`config.mk`:
```
export PLATFORM = sky130hd
export DESIGN_NAME = tip_front
export DESIGN_NICKNAME = d
export VERILOG_FILES = /design/src/rtl/tip_pkg.sv /design/src/rtl/tip_front.sv
export SDC_FILE = /design/constraint.sdc
export NUM_CORES = 1
export LEC_CHECK = 0
export BUFFER_PORTS_ARGS = -buffer_cell sky130_fd_sc_hd__buf_2
export CAP_MARGIN = 0
export CORE_AREA = 2 2 39 41
export DETAILED_ROUTE_END_ITERATION = 8
export DIE_AREA = 0 0 41 43
export GPL_TIMING_DRIVEN = 0
export PLACE_DENSITY = 0.54
export SYNTH_ARGS = -nofsm -noshare
export SYNTH_HDL_FRONTEND = slang
export SYNTH_SLANG_ARGS = --single-unit
```
`constraint.sdc`:
```
create_clock -name clk -period 0.8 [get_ports clk]
set_input_delay 0 -clock clk [delete_from_list [all_inputs] [get_ports clk]]
set_output_delay 0 -clock clk [all_outputs]
set_load 0.005 [all_outputs]
```
`src/rtl/tip_pkg.sv`:
```
// shared types and constants for the table interpolator
package tip_pkg;

  localparam int MAX_POINTS = 64;
  localparam int IDX_W      = $clog2(MAX_POINTS);
  localparam int CNT_W      = 7;
  localparam int X_W        = 12;
  localparam int Y_W        = 16;
  localparam int NUM_W      = 64;
  localparam int DEN_W      = 40;
  localparam int QCNT_W     = $clog2(NUM_W + 1);

  localparam logic OP_WRITE = 1'b0;
  localparam logic OP_EVAL  = 1'b1;

  localparam logic [0:0] REG_MODE  = 1'b0;
  localparam logic [0:0] REG_COUNT = 1'b1;

  typedef struct packed {
    logic                  operation;
    logic [5:0]            point_index;
    logic [X_W-1:0]        point_x;
    logic signed [Y_W-1:0] point_y;
    logic [X_W-1:0]        query_x;
  } in_beat_t;

  typedef struct packed {
    logic signed [Y_W-1:0] value;
    logic                  saturated;
    logic                  error;
  } out_beat_t;

endpackage

```
`src/rtl/tip_front.sv`:
```
// front end: input handshake, config registers and push into the queue
module tip_front (
  input  logic                      clk,
  input  logic                      rst_n,
  input  logic                      in_valid,
  output logic                      in_ready,
  input  logic                      cfg_valid,
  output logic                      cfg_ready,
  input  logic                      cfg_index,
  input  logic [6:0]                cfg_data,
  output logic                      mode,
  output logic [tip_pkg::CNT_W-1:0] count,
  output logic                      push,
  input  logic                      q_full
);
  import tip_pkg::*;

  logic                mode_r;
  logic [CNT_W-1:0]    count_r;

  assign in_ready  = rst_n && !q_full;
  assign push      = in_valid && in_ready;
  assign cfg_ready = rst_n;
  assign mode      = mode_r;
  assign count     = count_r;

  always_ff @(posedge clk) begin
    if (!rst_n) begin
      mode_r  <= 1'b0;
      count_r <= '0;
    end else if (cfg_valid) begin
      unique case (cfg_index)
        REG_MODE:  mode_r  <= cfg_data[0];
        REG_COUNT: count_r <= cfg_data;
        default: ;
      endcase
    end
  end
endmodule

```
### Word-level counts from Yosys, hierarchy flattened

Index checks and enable logic that the tools add are counted.

* register bits: 8
* input bits: 13
* output and inout bits: 11
* word-level logic and storage cells: 8

* bitwise logic cells: 1
* reduce and logical (&&, ||, !) cells: 5

Operators by type and width (count)
* AND reduction 2 bit: 2
* logical AND 1 bit: 2
* logical NOT 1 bit: 1
* inverter 1 bit: 1

### Depth between registers and ports, before layout

* word-level depth: 3
* depth in mapped cells: 3
* depth with buffers taken out: 2

### Worst setup path before layout

Ideal clock, no wire load.

* path type: register to register
* start: reg count[1] (netlist name)
* end: reg count_r[1], in the netlist count[1]
* library setup time: 0.074 ns
* data arrival time: 0.470 ns
* required time: 0.726 ns
* setup slack: 0.256 ns
* cell stages (with the launch flop): 3
* path buffers: 0
* period minus slack after synthesis: 0.544 ns
* path through: dfxtp_1 > nand2_1 > o21ai_0

RTL lines
* end signal, assigned: line tip_front.sv:34 `REG_COUNT: count_r <= cfg_data;`
* end, declared: line tip_front.sv:19 `logic [CNT_W-1:0] count_r;`

### Worst setup path in the final report

* start: reg count_r[3], in the netlist count[3]
* end: out count[3] in the netlist's numbering

RTL lines
* end, declared: line tip_front.sv:12 `output logic [tip_pkg::CNT_W-1:0] count,`

No word-level cell between the ends.

==> flow_metrics.tcl <==
set metrics [dict create \
    yosysWarnings 0 \
    grt_pass1_wl_mm 1.17 \
    crit_path_cell_trace "buf_2" \
    hp-start "cfg_data[0]" \
    nFillCells 160 \
    crit_fanout 2 \
    cts.reportedPaths.clkPinSlew_ns 0.06 \
    grt_max_degree 11 \
    setup_slack_ns 0.108 \
    final_area_sq_um 551 \
    ant_nets 0 \
    ctsResizeCount 0 \
    final_common_cell "buf_2" \
    place.gp.congestion 0.596 \
    start_util_pct 24.1 \
    timing.rr.end "count[0]$_SDFFE_PN0P_" \
    antennaDiodeCount 0 \
    dieArea_sq_um 1760 \
    place_area_sq_um 468 \
    syn_area_per_cell_sq_um 8.76 \
    p_leak_nw 0.264 \
    pin_count 24 \
    max-vdd-ir-drop_uv 814 \
    outcome "finished, final reports clean" \
    cpMaxStageDelayCell "dfxtp_1" \
    cts_made_buffers 3 \
    finalWirelength_um 881 \
    rrSetupSlack_ns 0.23 \
    finalHoldViolCount 0 \
    cp-end-kind "output port" \
    fin_crit_ns 0.692 \
    clock_latency_ns 0.25 \
    final_util_pct 39.8 \
    final_cells 86 \
    final_cell_mix "buf_2, nand2_1, dfxtp_1" \
    regArea_sq_um 160 \
    critPathMaxStageDelay_ns 0.33 \
    cts.path.max_buffers 2 \
    place_ws_ns 0.0909 \
    grt_usage_pct 10.1 \
    drive_above_1_share_pct 41.4 \
    coreArea_sq_um 1380 \
    finalCritPeriodShare_pct 86.5 \
    synthCells 38 \
    required_ns 0.80 \
    slew_violations 0 \
    power_mw 0.886 \
    relSlewSlack_pct 91.0 \
    cts_htree_levels 1 \
    drc 0 \
    fin_skew_ns 0 \
    dp.cells 77 \
    synthesis.area_sq_um 333 \
    hold_class "input pin to flop" \
    rsz0062_at_grt "no" \
    synth_nets 51 \
    crit_type "flop to output port" \
    power_density_nw_per_um2 1610 \
    worstHoldEndpoint "mode$_SDFFE_PN0P_" \
    tns_ns 0 \
    synth.distinct_cells 10 \
    holdWs_ns 0.0269 \
    die_x_um 41 \
    grt_pass1_vias 299 \
    overflow 0 \
    dp_hpwl_um 594 \
    setup.worst_path.start_class "flop" \
    firstDrtPassIters 4 \
    tightestPinTransition_ns 0.131 \
    antenna_found_initial 0 \
    vias 380 \
    crit_family "flip-flops" \
    wire_per_inst_um 10.2 \
    syn2layout_area_growth_pct 65.4 \
    r2r_cells 2 \
    drv_cap 0 \
    final_nets 85 \
    viasPerCell 4.42 \
    reg2reg_from "count[0]$_SDFFE_PN0P_" \
    cp.arrival_ns 0.69 \
    finalSetupViolCount 0 \
    fp.dieH_um 43 \
    clockRootBuffer "clkbuf_4" \
    timing.fmax_mhz 1450 \
    clock_sinks 8 \
    rows 14 \
    yosys_register_bits 8 \
    hold_depth 3 \
    multi_input_area_sq_um 146 \
    drtIter0Drc 8 \
    cts_tree "done" \
    yosysSeqAreaShare_pct 48.1 \
    portBuffers 23 \
    crit_buf_inv 1 \
]
tightest hold or removal path: stages:
cell and delay, ns:
buf_2 0.10, nand2_1 0.06, mux2i_1 0.07
worst max path at each step:
| stage | start | to | cells past startpoint |
|---|---|---|---|
| 3_3_place_gp | cfg_index | count[0]$_SDFFE_PN0P_ | 4 |
| 5_1_grt | count[3]$_SDFFE_PN0P_ | count[3] | 1 |
| 3_5_place_dp | cfg_index | count[0]$_SDFFE_PN0P_ | 4 |
| 2_1_floorplan | count[1]$_SDFFE_PN0P_ | count[1]$_SDFFE_PN0P_ | 2 |
| 6_report | count[3]$_SDFFE_PN0P_ | count[3] | 1 |
| 4_1_cts | count[3]$_SDFFE_PN0P_ | count[3] | 1 |
Yosys cell counts:
master   number  area [sq um]
and2_1        2          12.5
nand4_1       6          37.5
dfxtp_1       8           160
nand2_1       9          33.8
buf_6         1          11.3
mux2i_1       2          20.0
o21ai_1       4          20.0
o21ai_0       2          10.0
nor2b_1       2          12.5
buf_4         2          15.0
flip-flops by register name (all words and copies together), names as in the netlist:
signal / flops
count: 7
mode: 1
metal layers:
layer  share of wire [%]  track usage [%]  vias up
met4                   0             8.00        0
met5                   0                0        -
li1                    -                -      199
met2                  40             14.4       19
met1                  48             11.7      162
met3                  12             3.14        0
layout make-up:
cell class | count | area share, %
plain buffers | 3 | 4.77
clock buffers | 3 | 4.09
multi-input cells | 27 | 26.6
flip-flops and latches | 8 | 29.1
well taps | 16 | 3.64
repair buffers | 29 | 31.8
repair_timing:
| item | 4_1_cts | 5_1_grt |
|---|---|---|
| setup buffers | 0 | 0 |
| endpoints found under the hold margin | 6 | 0 |
| hold buffers | 6 | 0 |
cell families (layout without fill, tap and decap cells):
group | count (synthesis) | in the layout | synth area share [%]
AOI/OAI and AO/OA | 6 | 6 | 9.02
muxes | 2 | 2 | 6.02
DFF | 8 | 8 | 48.1
buffers and inverters | 3 | 35 | 7.89
and+or+nand+nor | 19 | 19 | 28.9
power breakdown:
part	leakage (nW)	switching [mW]	internal [mW]	total, mW
registers	0.0655	0.00807	0.419	0.427
logic	0.185	0.0640	0.0845	0.148
clock network	0.0138	0.139	0.172	0.311
(Power assumes the default switching activity.)
