$ cat config.mk
export PLATFORM = sky130hd
export DESIGN_NAME = tip_queue
export DESIGN_NICKNAME = d
export VERILOG_FILES = /design/src/rtl/tip_pkg.sv /design/src/rtl/tip_queue.sv
export SDC_FILE = /design/constraint.sdc
export NUM_CORES = 1
export LEC_CHECK = 0
export BUFFER_PORTS_ARGS = -buffer_cell sky130_fd_sc_hd__buf_4
export CAP_MARGIN = 0
export CORE_UTILIZATION = 45
export CTS_CLUSTER_DIAMETER = 200
export DETAILED_ROUTE_END_ITERATION = 8
export GPL_TIMING_DRIVEN = 0
export PLACE_DENSITY = 0.7
export SYNTH_ARGS = -nofsm -noshare
export SYNTH_HDL_FRONTEND = slang
export SYNTH_SLANG_ARGS = --single-unit
export TNS_END_PERCENT = 50
$ cat constraint.sdc
create_clock -name clk -period 3.8 [get_ports clk]
set_input_delay 0.19 -clock clk [delete_from_list [all_inputs] [get_ports clk]]
set_output_delay 0.19 -clock clk [all_outputs]
set_load 0.005 [all_outputs]
$ cat src/rtl/tip_pkg.sv
// shared types and constants for the table interpolator
package tip_pkg;

  localparam int MAX_POINTS = 64;
  localparam int IDX_W      = $clog2(MAX_POINTS);
  localparam int CNT_W      = 7;
  localparam int X_W        = 12;
  localparam int Y_W        = 16;
  localparam int NUM_W      = 64;
  localparam int DEN_W      = 40;
  localparam int QCNT_W     = $clog2(NUM_W + 1);

  localparam logic OP_WRITE = 1'b0;
  localparam logic OP_EVAL  = 1'b1;

  localparam logic [0:0] REG_MODE  = 1'b0;
  localparam logic [0:0] REG_COUNT = 1'b1;

  typedef struct packed {
    logic                  operation;
    logic [5:0]            point_index;
    logic [X_W-1:0]        point_x;
    logic signed [Y_W-1:0] point_y;
    logic [X_W-1:0]        query_x;
  } in_beat_t;

  typedef struct packed {
    logic signed [Y_W-1:0] value;
    logic                  saturated;
    logic                  error;
  } out_beat_t;

endpackage

$ cat src/rtl/tip_queue.sv
// two-entry queue between front and back
module tip_queue (
  input  logic              clk,
  input  logic              rst_n,
  input  logic              push,
  input  tip_pkg::in_beat_t push_data,
  output logic              full,
  input  logic              pop,
  output logic              empty,
  output tip_pkg::in_beat_t pop_data
);
  import tip_pkg::*;

  in_beat_t   mem_r [2];
  logic       wp_r, rp_r;
  logic [1:0] cnt_r;

  assign full     = (cnt_r == 2'd2);
  assign empty    = (cnt_r == 2'd0);
  assign pop_data = mem_r[rp_r];

  always_ff @(posedge clk) begin
    if (push) begin
      mem_r[wp_r] <= push_data;
    end
    if (!rst_n) begin
      wp_r  <= 1'b0;
      rp_r  <= 1'b0;
      cnt_r <= 2'd0;
    end else begin
      if (push) wp_r <= ~wp_r;
      if (pop)  rp_r <= ~rp_r;
      cnt_r <= cnt_r + {1'b0, push} - {1'b0, pop};
    end
  end
endmodule

==> Word level (Yosys, flattened, before mapping) <==
Memory sizes are Yosys's and may differ from the RTL's. A register that Yosys moved wholly into a read port is not among the register bits.
Cells that the tools add are included.
{ "classes": {"muxes": 4, "reduce_logical": 1, "eq_ne": 1, "add_sub_neg": 2, "bitwise_logic": 2} }
{ "ops": {"columns": ["op", "count"], "rows": [
  ["$mux 1", 4],
  ["$add 2x1->2", 1],
  ["$eq 2x2->1 const B", 1],
  ["$logic_not 2->1", 1],
  ["$not 1->1", 2],
  ["$sub 2x1->2", 1]
]} }
{ "totals": {"wordCells": 14, "ram_bits": 94, "n_memories": 1, "regBits": 4} }
{ "mem_list": {"columns": ["name", "depth", "width", "read_ports", "rd_ports_with_merged_regs", "wr", "line_no", "rtl"], "rows": [
  ["mem_r", 2, 47, 1, 1, 1, "tip_queue.sv:14", "in_beat_t mem_r [2];"]
]} }

==> Depth between registers and ports, before layout <==
{ "logic_depth": {"word_depth": 3, "ltp_mapped": 6} }

==> Worst setup path before layout <==
No wires, ideal clock.
{ "synth_path": {"kind": "register to register", "from": "reg wp_r", "to": "mem mem_r[0][0] (netlist name) (enable)", "synth_period_minus_slack_ns": 2.889, "stages_incl_launch_ff": 2, "path_slack_ns": 0.911, "arrival_time_ns": 2.431, "setup_time_ns": 0.458, "n_path_buf": 0, "cell_sequence": "dfxtp_1 > nor2b_1"} }
{ "synth_rtl": {"columns": ["element", "line_no", "rtl"], "rows": [
  ["start, declared", "tip_queue.sv:15", "logic wp_r, rp_r;"],
  ["start signal, assigned", "tip_queue.sv:31", "if (push) wp_r <= ~wp_r;"],
  ["end, declared", "tip_queue.sv:14", null]
]} }
Straight into the memory's write port.

==> flow_metrics.py <==
metrics = {
    "critical_path": {
        "timing.rr.end": "mem_r[0][26]",
        "worst_r2r_path_depth": 2,
        "r2r-start": "wp_r",
        "critPathKind": "flop to primary output",
        "path_max_fanout": 10,
        "endpoint_kind": "primary output",
        "worst_setup_path_start_kind": "flop",
        "rrSetupSlack_ns": 2.19,
        "arrival_ns": 1.50,
        "worstPathRequired_ns": 3.61,
    },
    "pwr": {
        "power_density_mw_per_mm2": 446.7,
        "p_leak_nw": 1.968,
        "vdd_drop_max_v": 0.0002289,
    },
    "timing": {
        "slew_viol_final": 0,
        "final_hold_viol_count": 0,
        "fin_setup_tns_ns": 0,
        "finalClockSkew_ns": 0.006358,
        "tightest_slew_ns": 0.9060,
        "fmax_ghz": 0.5900,
        "rsz0062_at_grt": "false",
        "setup_violations": 0,
        "slew_headroom_pct": 39.47,
        "period_share_pct": 44.60,
        "holdWs_ns": 0.01857,
        "fin_crit_ns": 1.695,
    },
    "final_layout": {
        "instances_no_fill": 401,
        "ff_latch_area_sq_mm": 0.002923,
        "drive_gt1_share_pct": 56.52,
        "final_area_sq_mm": 0.005017,
        "layout_common_cells": "buf_4 (99), edfxtp_1 (94), mux2_4 (30), mux2_2 (17), dlygate4sd3_1 (16)",
        "diodes": 0,
        "fin_nets": 348,
        "area_delta_synth_final_pct": 34.16,
        "multi_input_area_sq_um": 768.2,
        "layout_commonest_cell": "buf_4",
        "nFillCells": 570,
    },
    "global_route": {
        "gr-total-overflow": 0,
        "grt_max_degree": 29,
        "grt_pass1_vias": 1977,
        "antenna_found_initial": 0,
        "grtUsageTotal_pct": 15.29,
        "grt_pass1_wl_mm": 9.639,
    },
    "synthesis": {
        "syn-cell-area_sq_mm": 0.003740,
        "synth_cell_types": 14,
        "synth_fp_nets": 220,
        "netlist_instances": 167,
        "syn_avg_cell_area_sq_um": 22.39,
        "ys_seq_area_share_pct": 78.15,
        "ys_ff_latch": 99,
        "yosys_warnings": 0,
    },
    "detailed_routing": {
        "drc": 0,
        "final_antenna_net_count": 0,
        "drt-vias-per-instance": 4.723,
        "drt-pass1-iter-count": 3,
        "routed_wl_mm": 6.274,
        "vias": 1894,
        "wl_per_cell_um": 15.65,
        "drtIter0Drc": 24,
    },
    "outcome": {
        "status": "completed",
    },
    "worst_hold_path": {
        "worstHoldPathType": "input port to flop",
        "hold_depth": 1,
        "min_from": "push_data[10]",
        "whs_endpoint": "mem_r[0][10]",
    },
    "floorplan": {
        "die_x_um": 93.17,
        "coreArea_sq_mm": 0.007888,
        "rows": 32,
        "die_h_um": 93.17,
        "initial_core_util_pct": 47.41,
        "dieArea_sq_mm": 0.008680,
        "top_level_ports": 100,
    },
    "cts": {
        "cts_tree": "yes",
        "clkTransAtPathRegs_ns": 0.09,
        "worstSkewPairLatency_ns": 0.35,
        "cts-buffers-inserted": 9,
        "cts-resized-gates": 0,
        "root_buffer": "clkbuf_8",
        "clockBufferDepth": 2,
        "clock_sinks": 99,
        "cts_htree_levels": 3,
    },
    "run": {
        "cap_violations": 0,
    },
    "placement": {
        "gp_routability_congestion": 0.6375,
        "portBuffers": 99,
        "dpl.hpwl_mm": 4.070,
        "dp.cells": 370,
        "place_area_sq_mm": 0.004674,
    },
}
## kinds of logic (layout without fill, tap and decap cells)
family | count (synthesis) | in the layout | synth area share, %
buf+inv | 7 | 139 | 1.539
mux | 47 | 47 | 17.16
compound gates | 1 | 1 | 0.2008
fa+ha+maj | 2 | 2 | 0.6690
flops | 99 | 99 | 78.15
xor+xnor | 2 | 2 | 0.8364
simple gates | 9 | 9 | 1.438
## area by class of cell
cell class / instances / share of cell area, %
repair buffers: 117 / 19.10
clock inverters: 5 / 1.097
flip-flops and latches: 99 / 58.25
plain buffers: 5 / 0.9975
well taps: 102 / 2.544
clock buffers: 10 / 2.544
multi-input cells: 61 / 15.31
inverters: 2 / 0.1496
## synthesized netlist by cell type
cell type  count  area [sq um]
edfxtp_1      94          2823
mux2_4        30         450.4
mux2_2        17         191.4
dfxtp_1        5         100.1
and2_1         4         25.02
buf_6          4         45.04
nor2b_1        4         25.02
ha_1           2         25.02
inv_1          2         7.510
buf_2          1         5.000
nor2_1         1         3.750
o21a_1         1         7.510
xnor3_1        1         22.52
xor2_1         1         8.760
## worst max-delay path by stage
| stage | from | slack [ns] | cells past startpoint | end |
|---|---|---|---|---|
| floorplan | wp_r | 0.91 | 1 | mem_r[0][0] |
| global placement | push | -0.35 | 2 | mem_r[0][30] |
| detailed placement | push | 2.12 | 3 | mem_r[0][30] |
| CTS | flop | 2.06 | 4 | pop_data[37] |
| global route | flop | 2.02 | 4 | pop_data[28] |
| finish | flop | 2.11 | 4 | pop_data[37] |
## report_power, final
part	switching [mW]	total [mW]	internal, mW
registers	0.0171	1.28	1.26
logic	0.120	0.332	0.212
clock network	0.335	0.633	0.299
total	0.472	2.24	1.77
## routing by layer
metal  global-route usage, %  up-vias  share of wire, %
met5                       0        -                 0
met4                   7.692        0               1.9
met3                   4.472       12               7.2
met2                   26.16       72                52
met1                   17.44      907                39
li1                        -      903                 -
## registers in the layout, indices dropped and copies added (netlist names), named ones only
register / count
cnt_r: 2
mem_r: 94
rp_r: 1
wp_r: 1
## metrics by stage
step	power [mW]	utilization [%]	setup slack [ns]
floorplan	1.458	-	0.9106
global placement	1.613	58.45	-0.3539
global route	2.334	63.61	2.018
finish	2.241	63.61	2.105
detailed placement	1.626	59.26	2.123
CTS	2.263	63.10	2.058
## worst max-delay path: stages (launching register included)
cell,delay (ns)
dfxtp_1,0.34
buf_6,0.17
buf_6,0.20
mux2_4,0.32
buf_4,0.13
## timing repair
item	CTS	global route
endpoints found under the hold margin	20	7
hold buffers	12	4
setup endpoints to repair	0	0
setup buffers	0	0
No activity file was read; power rests on OpenSTA's default activity.
